## src/ata_chs_task_file_issuer_defines.svh

```systemverilog
// Assertion macros shared by the task-file issuer RTL.
// Used by files that carry concurrent checks; needs i_clk and i_rst_n in scope.
`ifndef ATA_CHS_TASK_FILE_ISSUER_DEFINES_SVH
`define ATA_CHS_TASK_FILE_ISSUER_DEFINES_SVH

// Same-cycle implication, checked outside reset.
`define ACTI_ASSERT_IMP(lbl, ante, cons, msg) \
    lbl: assert property (@(posedge i_clk) disable iff (!i_rst_n) (ante) |-> (cons)) \
        else $error(msg);

// Next-cycle implication, checked outside reset.
`define ACTI_ASSERT_NXT(lbl, ante, cons, msg) \
    lbl: assert property (@(posedge i_clk) disable iff (!i_rst_n) (ante) |=> (cons)) \
        else $error(msg);

`endif

```

## src/acti_pkg.sv

```systemverilog
// Package for the task-file issuer: codes, widths and the item record.
// No dependencies.
`timescale 1ns / 1ps
package acti_pkg;

    localparam int unsigned HEADS_W = 5;
    localparam int unsigned SPT_W   = 8;
    localparam int unsigned LBA_W   = 32;
    localparam int unsigned CNT_W   = 8;
    localparam int unsigned CYL_W   = 16;
    localparam int unsigned SPC_W   = HEADS_W + SPT_W;
    localparam int unsigned CFG_W   = 8;
    localparam int unsigned CFG_IDX_W = 2;

    typedef enum logic [2:0] {
        CMD_READ     = 3'd0,
        CMD_WRITE    = 3'd1,
        CMD_IDENTIFY = 3'd2,
        CMD_RECAL    = 3'd3,
        CMD_DIAG     = 3'd4,
        CMD_INIT     = 3'd5,
        CMD_SETMULT  = 3'd6
    } t_cmd;

    typedef enum logic [2:0] {
        SEL_CYL_LO  = 3'd0,
        SEL_CYL_HI  = 3'd1,
        SEL_DRVHEAD = 3'd2,
        SEL_SECTOR  = 3'd3,
        SEL_COUNT   = 3'd4,
        SEL_CONTROL = 3'd5,
        SEL_COMMAND = 3'd6
    } t_sel;

    typedef enum logic [CFG_IDX_W-1:0] {
        CFG_HEADS0 = 2'd0,
        CFG_SPT0   = 2'd1,
        CFG_HEADS1 = 2'd2,
        CFG_SPT1   = 2'd3
    } t_cfg_idx;

    localparam logic [7:0] OP_READ      = 8'h20;
    localparam logic [7:0] OP_WRITE     = 8'h30;
    localparam logic [7:0] OP_IDENTIFY  = 8'hec;
    localparam logic [7:0] OP_RECAL     = 8'h10;
    localparam logic [7:0] OP_DIAG      = 8'h90;
    localparam logic [7:0] OP_INIT      = 8'h91;
    localparam logic [7:0] OP_SETMULT   = 8'hc6;
    localparam logic [7:0] DH_FIXED     = 8'ha0;

    // Command attributes that ride along the divider chain.
    typedef struct packed {
        t_cmd               cmd;
        logic               dev;
        logic [CNT_W-1:0]   cnt;
        logic [HEADS_W-1:0] heads;
        logic [SPT_W-1:0]   spt;
    } t_side;

    // Fully resolved command handed to the beat sequencer.
    typedef struct packed {
        t_side              side;
        logic [CYL_W-1:0]   cyl;
        logic [7:0]         head;
        logic [7:0]         sector;
    } t_item;

endpackage

```

## src/acti_div_cell.sv

```systemverilog
// One restoring-division step with its pipeline register.
// Stand-alone; chained by the top level into divider rows.
`timescale 1ns / 1ps
module acti_div_cell #(
    parameter int unsigned N = 32,
    parameter int unsigned D = 13,
    parameter int unsigned S = 8
) (
    input  logic         i_clk,
    input  logic         i_rst_n,
    input  logic         i_adv,
    input  logic         i_valid,
    input  logic [D-1:0] i_rem,
    input  logic [N-1:0] i_num,
    input  logic [D-1:0] i_div,
    input  logic [S-1:0] i_side,
    output logic         o_valid,
    output logic [D-1:0] o_rem,
    output logic [N-1:0] o_num,
    output logic [D-1:0] o_div,
    output logic [S-1:0] o_side
);
    logic [D:0]   w_part;
    logic [D+1:0] w_diff;
    logic         w_ge;
    logic         r_valid;
    logic [D-1:0] r_rem, n_rem;
    logic [N-1:0] r_num, n_num;
    logic [D-1:0] r_div;
    logic [S-1:0] r_side;

    assign w_part = {i_rem, i_num[N-1]};
    assign w_diff = {1'b0, w_part} - {2'b00, i_div};
    assign w_ge   = !w_diff[D+1];
    assign n_rem  = w_ge ? w_diff[D-1:0] : w_part[D-1:0];
    assign n_num  = {i_num[N-2:0], w_ge};

    always_ff @(posedge i_clk) begin
        if (!i_rst_n) begin
            r_valid <= 1'b0;
        end else if (i_adv) begin
            r_valid <= i_valid;
        end
    end

    always_ff @(posedge i_clk) begin
        if (i_adv) begin
            r_rem  <= n_rem;
            r_num  <= n_num;
            r_div  <= i_div;
            r_side <= i_side;
        end
    end

    assign o_valid = r_valid;
    assign o_rem   = r_rem;
    assign o_num   = r_num;
    assign o_div   = r_div;
    assign o_side  = r_side;
endmodule

```

## src/acti_emitter.sv

```systemverilog
// Beat sequencer: turns one resolved command into its task-file writes.
// Depends on acti_pkg.
`timescale 1ns / 1ps
module acti_emitter (
    input  logic           i_clk,
    input  logic           i_rst_n,
    input  logic           i_item_valid,
    input  acti_pkg::t_item i_item,
    output logic           o_ready,
    input  logic           i_stall,
    output logic           o_valid,
    output logic [2:0]     o_reg_select,
    output logic [7:0]     o_reg_value,
    output logic           o_last
);
    import acti_pkg::*;

    logic       r_busy;
    logic [2:0] r_step;
    t_item      r_item;
    logic       r_out_valid;
    t_sel       r_out_sel;
    logic [7:0] r_out_value;
    logic       r_out_last;

    t_sel       w_sel;
    logic [7:0] w_value;
    logic [7:0] w_dh;
    logic       w_is_last;
    logic       w_load;
    logic       w_take;

    always_comb begin
        w_sel = SEL_COMMAND;
        case (r_item.side.cmd)
            CMD_READ, CMD_WRITE: w_sel = t_sel'(r_step);
            CMD_INIT, CMD_SETMULT: begin
                case (r_step)
                    3'd0:    w_sel = SEL_DRVHEAD;
                    3'd1:    w_sel = SEL_COUNT;
                    3'd2:    w_sel = SEL_CONTROL;
                    default: w_sel = SEL_COMMAND;
                endcase
            end
            default: begin
                case (r_step)
                    3'd0:    w_sel = SEL_DRVHEAD;
                    3'd1:    w_sel = SEL_CONTROL;
                    default: w_sel = SEL_COMMAND;
                endcase
            end
        endcase
    end

    assign w_dh = DH_FIXED | {3'b000, r_item.side.dev, 4'b0000};

    always_comb begin
        w_value = 8'h00;
        unique case (w_sel)
            SEL_CYL_LO:  w_value = r_item.cyl[7:0];
            SEL_CYL_HI:  w_value = r_item.cyl[15:8];
            SEL_DRVHEAD: begin
                case (r_item.side.cmd)
                    CMD_READ, CMD_WRITE: w_value = w_dh | r_item.head;
                    CMD_DIAG:            w_value = DH_FIXED;
                    CMD_INIT:            w_value = w_dh |
                                             {3'b000, r_item.side.heads - 5'd1};
                    default:             w_value = w_dh;
                endcase
            end
            SEL_SECTOR:  w_value = r_item.sector;
            SEL_COUNT:   w_value = (r_item.side.cmd == CMD_INIT) ? r_item.side.spt
                                                                 : r_item.side.cnt;
            SEL_CONTROL: w_value = 8'h00;
            SEL_COMMAND: begin
                case (r_item.side.cmd)
                    CMD_READ:     w_value = OP_READ;
                    CMD_WRITE:    w_value = OP_WRITE;
                    CMD_IDENTIFY: w_value = OP_IDENTIFY;
                    CMD_RECAL:    w_value = OP_RECAL;
                    CMD_DIAG:     w_value = OP_DIAG;
                    CMD_INIT:     w_value = OP_INIT;
                    default:      w_value = OP_SETMULT;
                endcase
            end
            default:     w_value = 8'h00;
        endcase
    end

    assign w_is_last = (w_sel == SEL_COMMAND);
    assign w_load    = !r_out_valid || !i_stall;
    assign o_ready   = !r_busy || (w_load && w_is_last);
    assign w_take    = i_item_valid && o_ready;

    always_ff @(posedge i_clk) begin
        if (!i_rst_n) begin
            r_busy      <= 1'b0;
            r_step      <= 3'd0;
            r_out_valid <= 1'b0;
        end else begin
            if (w_load) begin
                r_out_valid <= r_busy;
            end
            if (w_take) begin
                r_busy <= 1'b1;
                r_step <= 3'd0;
            end else if (r_busy && w_load) begin
                r_busy <= !w_is_last;
                r_step <= r_step + 3'd1;
            end
        end
    end

    always_ff @(posedge i_clk) begin
        if (w_take) begin
            r_item <= i_item;
        end
        if (w_load) begin
            r_out_sel   <= w_sel;
            r_out_value <= w_value;
            r_out_last  <= w_is_last;
        end
    end

    assign o_valid      = r_out_valid;
    assign o_reg_select = r_out_sel;
    assign o_reg_value  = r_out_value;
    assign o_last       = r_out_last;
endmodule

```

## src/ata_chs_task_file_issuer.sv

```systemverilog
// Top level of the ATA CHS task-file issuer.
// Depends on acti_pkg, acti_div_cell, acti_emitter and the assertion header.
`timescale 1ns / 1ps
// Usage
// The input channel takes one drive command per beat (cmd, device, lba, count);
// the output channel gives the task-file register writes that issue it, one
// beat per write, with o_last set on the closing command register write.
// Read and write give seven beats, init drive and set multiple four, identify,
// recalibrate and diagnostic three. Code 7 is accepted and gives nothing.
// A command passes a row of 32 division cells (lba by heads times sectors per
// track), then a row of 13 cells (remainder by sectors per track), each cell
// a register, ahead of the sequencer. The cell rows hold up to 45 commands at
// once and take a new one in every cycle while not stopped; sustained
// throughput is set by the sequencer at the end, which gives one beat per
// cycle while the receiver does not stall. When the receiver stalls, the
// output register holds its beat, the sequencer stops, and once the last cell
// holds a waiting command both cell rows stop and o_stall rises. Reset clears
// all valid flags and restores the geometry registers to 16 heads and 63
// sectors per track for both drives. The user must write geometry only while
// the block is idle; the block itself does not enforce it. Zero counts as one.
module ata_chs_task_file_issuer (
    input  logic                                i_clk,
    input  logic                                i_rst_n,
    input  logic                                i_cfg_we,
    input  logic [acti_pkg::CFG_IDX_W-1:0]      i_cfg_index,
    input  logic [acti_pkg::CFG_W-1:0]          i_cfg_data,
    input  logic                                i_valid,
    output logic                                o_stall,
    input  logic [2:0]                          i_cmd,
    input  logic                                i_device,
    input  logic [acti_pkg::LBA_W-1:0]          i_lba,
    input  logic [acti_pkg::CNT_W-1:0]          i_count,
    output logic                                o_valid,
    input  logic                                i_stall,
    output logic [2:0]                          o_reg_select,
    output logic [7:0]                          o_reg_value,
    output logic                                o_last
);
    import acti_pkg::*;
`include "ata_chs_task_file_issuer_defines.svh"

    localparam int unsigned S1_W = $bits(t_side);
    localparam int unsigned S2_W = $bits(t_side) + CYL_W;

    // Geometry registers.
    logic [HEADS_W-1:0] r_heads0, r_heads1;
    logic [SPT_W-1:0]   r_spt0, r_spt1;

    always_ff @(posedge i_clk) begin
        if (!i_rst_n) begin
            r_heads0 <= HEADS_W'(16);
            r_spt0   <= SPT_W'(63);
            r_heads1 <= HEADS_W'(16);
            r_spt1   <= SPT_W'(63);
        end else if (i_cfg_we) begin
            unique case (t_cfg_idx'(i_cfg_index))
                CFG_HEADS0: r_heads0 <= i_cfg_data[HEADS_W-1:0];
                CFG_SPT0:   r_spt0   <= i_cfg_data[SPT_W-1:0];
                CFG_HEADS1: r_heads1 <= i_cfg_data[HEADS_W-1:0];
                CFG_SPT1:   r_spt1   <= i_cfg_data[SPT_W-1:0];
                default:    ;
            endcase
        end
    end

    // Entry: pick the drive's geometry, treat zero as one, form the
    // sectors-per-cylinder divisor.
    logic [HEADS_W-1:0] w_heads_raw, w_heads;
    logic [SPT_W-1:0]   w_spt_raw, w_spt;
    logic [SPC_W-1:0]   w_spc;
    t_side              w_side_in;
    logic               w_adv;
    logic               w_cmd_ok;

    assign w_heads_raw = i_device ? r_heads1 : r_heads0;
    assign w_spt_raw   = i_device ? r_spt1 : r_spt0;
    assign w_heads     = (w_heads_raw == '0) ? HEADS_W'(1) : w_heads_raw;
    assign w_spt       = (w_spt_raw == '0) ? SPT_W'(1) : w_spt_raw;
    assign w_spc       = SPC_W'(w_heads) * SPC_W'(w_spt);
    assign w_cmd_ok    = (i_cmd <= 3'(CMD_SETMULT));

    assign w_side_in.cmd   = t_cmd'(i_cmd);
    assign w_side_in.dev   = i_device;
    assign w_side_in.cnt   = i_count;
    assign w_side_in.heads = w_heads;
    assign w_side_in.spt   = w_spt;

    // First row: lba divided by sectors per cylinder.
    logic               c1_valid [LBA_W+1];
    logic [SPC_W-1:0]   c1_rem   [LBA_W+1];
    logic [LBA_W-1:0]   c1_num   [LBA_W+1];
    logic [SPC_W-1:0]   c1_div   [LBA_W+1];
    logic [S1_W-1:0]    c1_side  [LBA_W+1];

    assign c1_valid[0] = i_valid && w_cmd_ok;
    assign c1_rem[0]   = '0;
    assign c1_num[0]   = i_lba;
    assign c1_div[0]   = w_spc;
    assign c1_side[0]  = w_side_in;

    for (genvar g = 0; g < LBA_W; g++) begin : g_row1
        acti_div_cell #(.N(LBA_W), .D(SPC_W), .S(S1_W)) u_cell (
            .i_clk   (i_clk),
            .i_rst_n (i_rst_n),
            .i_adv   (w_adv),
            .i_valid (c1_valid[g]),
            .i_rem   (c1_rem[g]),
            .i_num   (c1_num[g]),
            .i_div   (c1_div[g]),
            .i_side  (c1_side[g]),
            .o_valid (c1_valid[g+1]),
            .o_rem   (c1_rem[g+1]),
            .o_num   (c1_num[g+1]),
            .o_div   (c1_div[g+1]),
            .o_side  (c1_side[g+1])
        );
    end

    // Second row: remainder divided by sectors per track gives head and
    // zero-based sector. The cylinder rides along, cut to 16 bits.
    t_side w_side1;
    assign w_side1 = t_side'(c1_side[LBA_W]);

    logic               c2_valid [SPC_W+1];
    logic [SPT_W-1:0]   c2_rem   [SPC_W+1];
    logic [SPC_W-1:0]   c2_num   [SPC_W+1];
    logic [SPT_W-1:0]   c2_div   [SPC_W+1];
    logic [S2_W-1:0]    c2_side  [SPC_W+1];

    assign c2_valid[0] = c1_valid[LBA_W];
    assign c2_rem[0]   = '0;
    assign c2_num[0]   = c1_rem[LBA_W];
    assign c2_div[0]   = w_side1.spt;
    assign c2_side[0]  = {c1_side[LBA_W], c1_num[LBA_W][CYL_W-1:0]};

    for (genvar g = 0; g < SPC_W; g++) begin : g_row2
        acti_div_cell #(.N(SPC_W), .D(SPT_W), .S(S2_W)) u_cell (
            .i_clk   (i_clk),
            .i_rst_n (i_rst_n),
            .i_adv   (w_adv),
            .i_valid (c2_valid[g]),
            .i_rem   (c2_rem[g]),
            .i_num   (c2_num[g]),
            .i_div   (c2_div[g]),
            .i_side  (c2_side[g]),
            .o_valid (c2_valid[g+1]),
            .o_rem   (c2_rem[g+1]),
            .o_num   (c2_num[g+1]),
            .o_div   (c2_div[g+1]),
            .o_side  (c2_side[g+1])
        );
    end

    // Hand-off to the sequencer; the rows stop while it cannot take the
    // command in the last cell.
    t_item w_item;
    logic  w_emit_ready;

    assign w_item.side   = t_side'(c2_side[SPC_W][S2_W-1:CYL_W]);
    assign w_item.cyl    = c2_side[SPC_W][CYL_W-1:0];
    assign w_item.head   = c2_num[SPC_W][7:0];
    assign w_item.sector = c2_rem[SPC_W] + 8'd1;

    assign w_adv   = !c2_valid[SPC_W] || w_emit_ready;
    assign o_stall = !w_adv;

    acti_emitter u_emitter (
        .i_clk        (i_clk),
        .i_rst_n      (i_rst_n),
        .i_item_valid (c2_valid[SPC_W]),
        .i_item       (w_item),
        .o_ready      (w_emit_ready),
        .i_stall      (i_stall),
        .o_valid      (o_valid),
        .o_reg_select (o_reg_select),
        .o_reg_value  (o_reg_value),
        .o_last       (o_last)
    );

    `ACTI_ASSERT_IMP(a_last_is_cmd, o_valid && o_last, o_reg_select == 3'(SEL_COMMAND), "last beat is not the command register write")
    `ACTI_ASSERT_IMP(a_cmd_is_last, o_valid && o_reg_select == 3'(SEL_COMMAND), o_last, "command register write without last")
    `ACTI_ASSERT_IMP(a_sector_nonzero, o_valid && o_reg_select == 3'(SEL_SECTOR), o_reg_value != 8'd0, "sector number zero")
    `ACTI_ASSERT_NXT(a_entry, i_valid && !o_stall && i_cmd != 3'd7, c1_valid[1], "accepted command lost at entry")
endmodule
```

## config.mk

```make
export PLATFORM = sky130hd
export DESIGN_NAME = ata_chs_task_file_issuer
export DESIGN_NICKNAME = d
export VERILOG_FILES = /design/src/acti_pkg.sv /design/src/acti_div_cell.sv /design/src/acti_emitter.sv /design/src/ata_chs_task_file_issuer.sv
export VERILOG_INCLUDE_DIRS = /design/src /design/src/src
export SDC_FILE = /design/constraint.sdc
export NUM_CORES = 2
export LEC_CHECK = 0
export ABC_AREA = 0
export BUFFER_PORTS_ARGS = -buffer_cell sky130_fd_sc_hd__buf_2
export CORE_MARGIN = 1.5
export CORE_UTILIZATION = 30
export CTS_CLUSTER_SIZE = 20
export DETAILED_ROUTE_END_ITERATION = 6
export SKIP_LAST_GASP = 1
export SLEW_MARGIN = 20
export SYNTH_ARGS = -nofsm -noshare
export SYNTH_HDL_FRONTEND = slang
export SYNTH_SLANG_ARGS = --single-unit
```

## constraint.sdc

```tcl
create_clock -name i_clk -period 138.3 [get_ports i_clk]
set_input_delay 6.915 -clock i_clk [delete_from_list [all_inputs] [get_ports i_clk]]
set_output_delay 6.915 -clock i_clk [all_outputs]
set_load 0.05 [all_outputs]
```

# --- Word-level counts from Yosys, hierarchy flattened ---
# Index checks and enable logic that the tools add are counted.
# W data, S select, Z words.
totals:
  reg_bits: 3669
  input_bits: 59
classes:
  n_reduce_logical: 72
  mux: 58
  multipliers: 1
  order_cmp: 1
  eq_ne: 16
  add_sub_neg: 48
  bitwise: 3
ops:
  columns: ["cell", "count"]
  rows:
  - ["$sub A14 B13 Y15", 31]
  - ["$mux W13", 31]
  - ["$mux W8", 15]
  - ["$sub A9 B8 Y10", 12]
  - ["$pmux W8 S6", 2]
  - ["$logic_not A1 Y1", 51]
  - ["$pmux W8 S3", 1]
  - ["$eq A3 B2 Y1 const B", 5]
  - ["$eq A3 B3 Y1 const B", 5]
  - ["$sub A1 B13 Y14", 1]
  - ["$mul A5 B8 Y13", 1]
  - ["$pmux W3 S2", 2]
  - ["$mux W5", 2]
  - ["$eq A3 B1 Y1 const B", 3]
  - ["$logic_not A3 Y1", 3]
  - ["$pmux W3 S3", 1]
  - ["$sub A1 B8 Y9", 1]
  - ["$add A8 B1 Y8 const B", 1]
  - ["$logic_not A8 Y1", 1]
  - ["$or A8 B5 Y8", 1]
  - ["$or A8 B8 Y8", 1]
  - ["$reduce_and A2 Y1", 4]
  - ["$reduce_or A2 Y1", 3]
  - ["$logic_not A5 Y1", 1]
  - ["11 further kinds", 20]

# --- Depth between registers and ports, before layout ---
depth:
  ltp_word: 8
  mapped_depth: 22
  mapped_depth_nobuf: 20

# --- Cells and area by module ---
# From an unflattened synthesis, not the netlist that was laid out.
unflattened:
  cells_unflattened: 9247
  area_unflattened_um2: 149105.5
modules_own_cells:
  columns: ["mod", "seq_area_each_um2", "area_per_inst_um2", "cells_each", "n_inst"]
  rows:
  - ["acti_div_cell at g_row1[0].u_cell ...", 2512.4, 3415.8, 219, 29]
  - ["acti_div_cell at g_row2[12].u_cell ...", 2122.0, 2621.3, 132, 8]
  - ["acti_div_cell at g_row2[0].u_cell ...", 2122.0, 2637.5, 133, 5]
  - ["acti_div_cell at g_row1[7].u_cell ...", 2512.4, 3363.2, 210, 3]
  - ["acti_emitter", 2112.0, 3298.2, 237, 1]
  - ["ata_chs_task_file_issuer", 520.5, 2502.4, 308, 1]

# --- Least setup slack after synthesis ---
# Ideal clock, no wire load.
synth_timing:
  path_type: "input to register"
  from: "in i_stall"
  to: "reg g_row1[0].u_cell.r_div[0] (enable)"
  t_required_ps: 133788
  stages: 4
  arrival_time_ps: 88014
  setup_ps: 4513
  setup_slack_ps: 45774
  path_buffers: 1
  path_cell_list: "nand2_1 -> a41oi_2 -> nand2_2 -> clkbuf_1"
synth_between:
  elab_chain_len: 5
synth_rtl:
  columns: ["item", "line_no", "source"]
  rows:
  - ["from (decl)", "ata_chs_task_file_issuer.sv:34", "input logic i_stall,"]
  - ["$logic_not A1 Y1", "acti_emitter.sv:91", "assign w_load = !r_out_valid || !i_stall;"]
  - ["$logic_or A1 B1 Y1", "acti_emitter.sv:91", null]
  - ["$logic_and A1 B1 Y1", "acti_emitter.sv:92", "assign o_ready = !r_busy || (w_load && w_is_last);"]
  - ["$logic_or A1 B1 Y1", "acti_emitter.sv:92", null]
  - ["$logic_or A1 B1 Y1", "ata_chs_task_file_issuer.sv:164", "assign w_adv = !c2_valid[SPC_W] || w_emit_ready;"]
  - ["to (signal assigned)", "acti_div_cell.sv:50", "r_div <= i_div;"]
  - ["to (decl)", "acti_div_cell.sv:29", "logic [D-1:0] r_div;"]
# Every way passes these cells.
# A chain may end at the register's enable or synchronous reset.

# --- Worst setup path in the final report ---
layout_timing:
  from: "in i_stall"
  to: "out o_stall"
layout_between:
  elab_chain_len: 6
layout_rtl:
  columns: ["item", "line_no", "source"]
  rows:
  - ["$logic_not A1 Y1", "acti_emitter.sv:91", null]
  - ["$logic_or A1 B1 Y1", "acti_emitter.sv:91", null]
  - ["named net u_emitter.w_load", "acti_emitter.sv:30", "logic w_load;"]
  - ["$logic_and A1 B1 Y1", "acti_emitter.sv:92", null]
  - ["$logic_or A1 B1 Y1", "acti_emitter.sv:92", null]
  - ["$logic_or A1 B1 Y1", "ata_chs_task_file_issuer.sv:164", null]
  - ["$logic_not A1 Y1", "ata_chs_task_file_issuer.sv:165", "assign o_stall = !w_adv;"]
  - ["to (decl)", "ata_chs_task_file_issuer.sv:28", "output logic o_stall,"]
# The timed path passes the listed nets, and every way through them passes these cells.

==> summary.txt <==
Finish
  – Final #Nets: 8762
  – Commonest non-fill, non-tap cells in the layout: 3055 x edfxtp_1, 684 x inv_1, 530 x ha_1
  – Final Cell Area: about 0.14 mm^2
  – P&R area growth vs syn: 14.8%
  – Most common cell after layout, fill and taps aside: edfxtp_1
  – Share of cells above drive strength 1: a little under an eighth

Floorplan
  – # IOs: 73
  – CORE AREA: roughly 0.42 mm^2
  – Row count: 237
  – Die area: about 0.42 mm^2
  – Initial core utilization: a little under a third
  – Die span in x: 649 um
  – Die height: approximately 650 um

Outcome
  – Status: finished, final reports clean

Yosys
  – Cells after Synth: about 7700
  – Number of distinct library cells after synthesis: 88
  – Synth Register Bits: 3131
  – Syn Area/Cell: around 16 um^2
  – Synth Flop Type: edfxtp_1
  – Yosys Warn Count: 0
  – Post-synthesis cell area: 0.125 mm^2
  – Number of synthesized flops with an enable pin: 3055
  – Seq/Total Area, Yosys: 74.4%
  – Post-synth ARST share: 0%

Global routing
  – GRT Util Overall: 8.90%
  – Initial antenna violation count: 4
  – Vias in the first global route: 62322
  – Total congestion overflow: 0
  – Largest net degree at the start of global routing: 212
  – First-pass GRT wire length: around 320000 um

Min path
  – HP Class: reg -> reg
  – Worst hold stages: 0
  – Critical hold path startpoint: g_row1[16].u_cell.o_num[22]$_DFFE_PN_
  – Worst Hold End: g_row1[17].u_cell.o_num[23]$_DFFE_PN_

Critical path
  – Reg2reg end: g_row1[2].u_cell.o_rem[1]$_DFFE_PN_
  – Reg2reg start: u_emitter.r_item[55]$_DFFE_PP_
  – Crit path kind: in -> out
  – R2R depth: 11
  – WP data required: about 130000 ps
  – CP startpoint kind: input port
  – Arrival time worst endpoint: 9570 ps
  – R2R Setup Slk: roughly 130000 ps
  – CP max FO: 62
  – Worst Setup End Kind: output pin

Route
  – Met3 WL: around 7500 um
  – Via count: 61194
  – Antenna Nets Post-Route: 0
  – 1st-pass router iterations: 6
  – DR top layer: met4
  – Avg Vias per Cell: 4.41
  – WL/cell: 13.9 um
  – Initial drt markers: 4362
  – DRC: 0
  – Drt total wl: 193000 um
  – Routed length on met2: 94100 um
  – Met1 Routed Length: approximately 86000 um

CTS
  – Worst-skew pair later-pin latency: 920 ps
  – Post-CTS Resized: 0
  – CTS clock-pin slew for the worst setup and hold paths: 60 ps
  – CTS Hold Bufs: 0
  – # H-tree levels: 5
  – CTS tree: done
  – Num CTS Buffers: 338
  – Max Buffers Root-to-Sink: 4
  – Postcts setup bufs: 0
  – Sink Count: 3131
  – Root Driver: clkbuf_16

Job
  – Max_cap viols: 0

STA
  – Worst slew pin tran: 1170 ps
  – Post-Route Setup TNS: 0 ps
  – Worst Clk Skew: 58.0 ps
  – Final hold violation count: 0
  – Worst hold margin: roughly 390 ps
  – Max-slew violations: 0
  – Worst relative slew slack: 20.8%
  – Setup ws final: 121820 ps
  – Endpoints failing setup: 0
  – Max Fclk: 0.0607 GHz
  – Period utilization: a little under an eighth
  – Final min period: between 15000 and 20000 ps
  – RSZ-0062 raised after global routing: false

Place
  – Place WS: 121760 ps
  – RePlAce Congestion: approximately 0.81
  – Area post-placement: 0.133 mm^2
  – Port-buffer cells: 72
  – HPWL after DPL: 124000 um

Power
  – Pleak: 54.6 nW
  – Total power: 3.26 mW
  – Max VDD drop: 0.0107 mV
  – Pwr Density: 22.7 mW/mm^2
## synth_stat cells, types with 36 or more instances
cell      count  area, um^2
a211oi_1     70         526
a21boi_1     69         518
a21o_1      172        1290
a21oi_1     212        1060
a31oi_1      36         225
clkbuf_1     36         135
dfxtp_1      76        1520
edfxtp_1   3055       91700
fa_1         61        1220
ha_1        530        6630
inv_1       684        2570
mux2_2      277        3120
mux2i_1     110        1100
nand2_1     396        1490
nand2b_1     73         457
nand3_1      95         475
nor2_1      339        1270
nor2b_1     100         626
nor3_1      124         621
o211ai_1     43         323
o21a_1       95         713
o21ai_0     274        1370
xnor2_1     162        1420
xor2_1      122        1070
## kinds of logic after synthesis
| kind of cell | after synthesis | share of synthesized area (%) |
|---|---|---|
| adder cells (fa/ha/maj) | 591 | 6.26 |
| buffers and inverters | 755 | 2.30 |
| other | 1 | 0.00299 |
| flip-flops | 3131 | 74.4 |
| XOR/XNOR | 284 | 1.98 |
| AO/OA/AOI/OAI | 1252 | 6.69 |
| AND/OR/NAND/NOR | 1296 | 4.94 |
| multiplexers | 394 | 3.43 |
## final cells by class
type / instances / area (um^2)
fill: 39331 / 272000
inverter: 685 / 2570
antenna: 2 / 5.00
clock inverter: 207 / 2030
tap: 5497 / 6880
sequential: 3131 / 93300
timing repair buffer: 131 / 898
clock buffer: 403 / 8870
multi-input combinational: 3825 / 29400
## critical path, stage by stage
cell and delay (ps):
buf_2 80, nand2_1 380, a41oi_2 600, nand2_8 340, inv_2 720, buf_2 420
## where the power goes
group | internal [mW] | switching (mW)
Sequential | 1.32 | 0.0936
Combinational | 0.457 | 0.509
Clock | 0.515 | 0.365
## sequential cells by signal, indices dropped and copies added (netlist names)
signal / count
g_row1.u_cell.o_side: 800
g_row2.u_cell.o_side: 533
g_row1.u_cell.o_rem: 416
r_heads1: 5
g_row1.u_cell.o_div: 403
g_row2.u_cell.o_num: 100
u_emitter.o_last: 1
g_row2.u_cell.o_valid: 13
r_spt0: 8
u_emitter.o_reg_value: 8
r_spt1: 8
r_heads0: 5
g_row2.u_cell.o_rem: 104
u_emitter.o_reg_select: 3
u_emitter.r_item: 55
u_emitter.r_busy: 1
u_emitter.o_valid: 1
g_row1.u_cell.o_valid: 32
g_row1.u_cell.o_num: 632
u_emitter.r_step: 3
## how the worst max path moves through the flow
stage | start | end | slack [ps] | depth (start not counted)
global route | i_stall | o_stall | 121530 | 6
finish | i_stall | o_stall | 121820 | 6
detailed placement | i_stall | o_stall | 121760 | 6
floorplan | i_stall | g_row1[0].u_cell.o_div[0]$_DFFE_PN_ | 45770 | 4
global placement | i_stall | o_stall | 121870 | 6
CTS | i_stall | o_stall | 121750 | 6
## layer usage
metal | vias up | global-route usage [%]
met3 | 429 | 1.62
li1 | 29945 | -
met2 | 947 | 15.1
met5 | - | 0
met4 | 0 | 3.26
met1 | 29873 | 11.3
## metrics by stage
step / instances / util [%]
after floorplan: 7711 / -
after global placement: 13267 / 31.9
after detailed placement: 13267 / 31.9
after CTS: 13877 / 34.5
after global routing: 13881 / 34.6
final: 13881 / 34.6
Note: power is estimated with default switching activity, not from simulation.
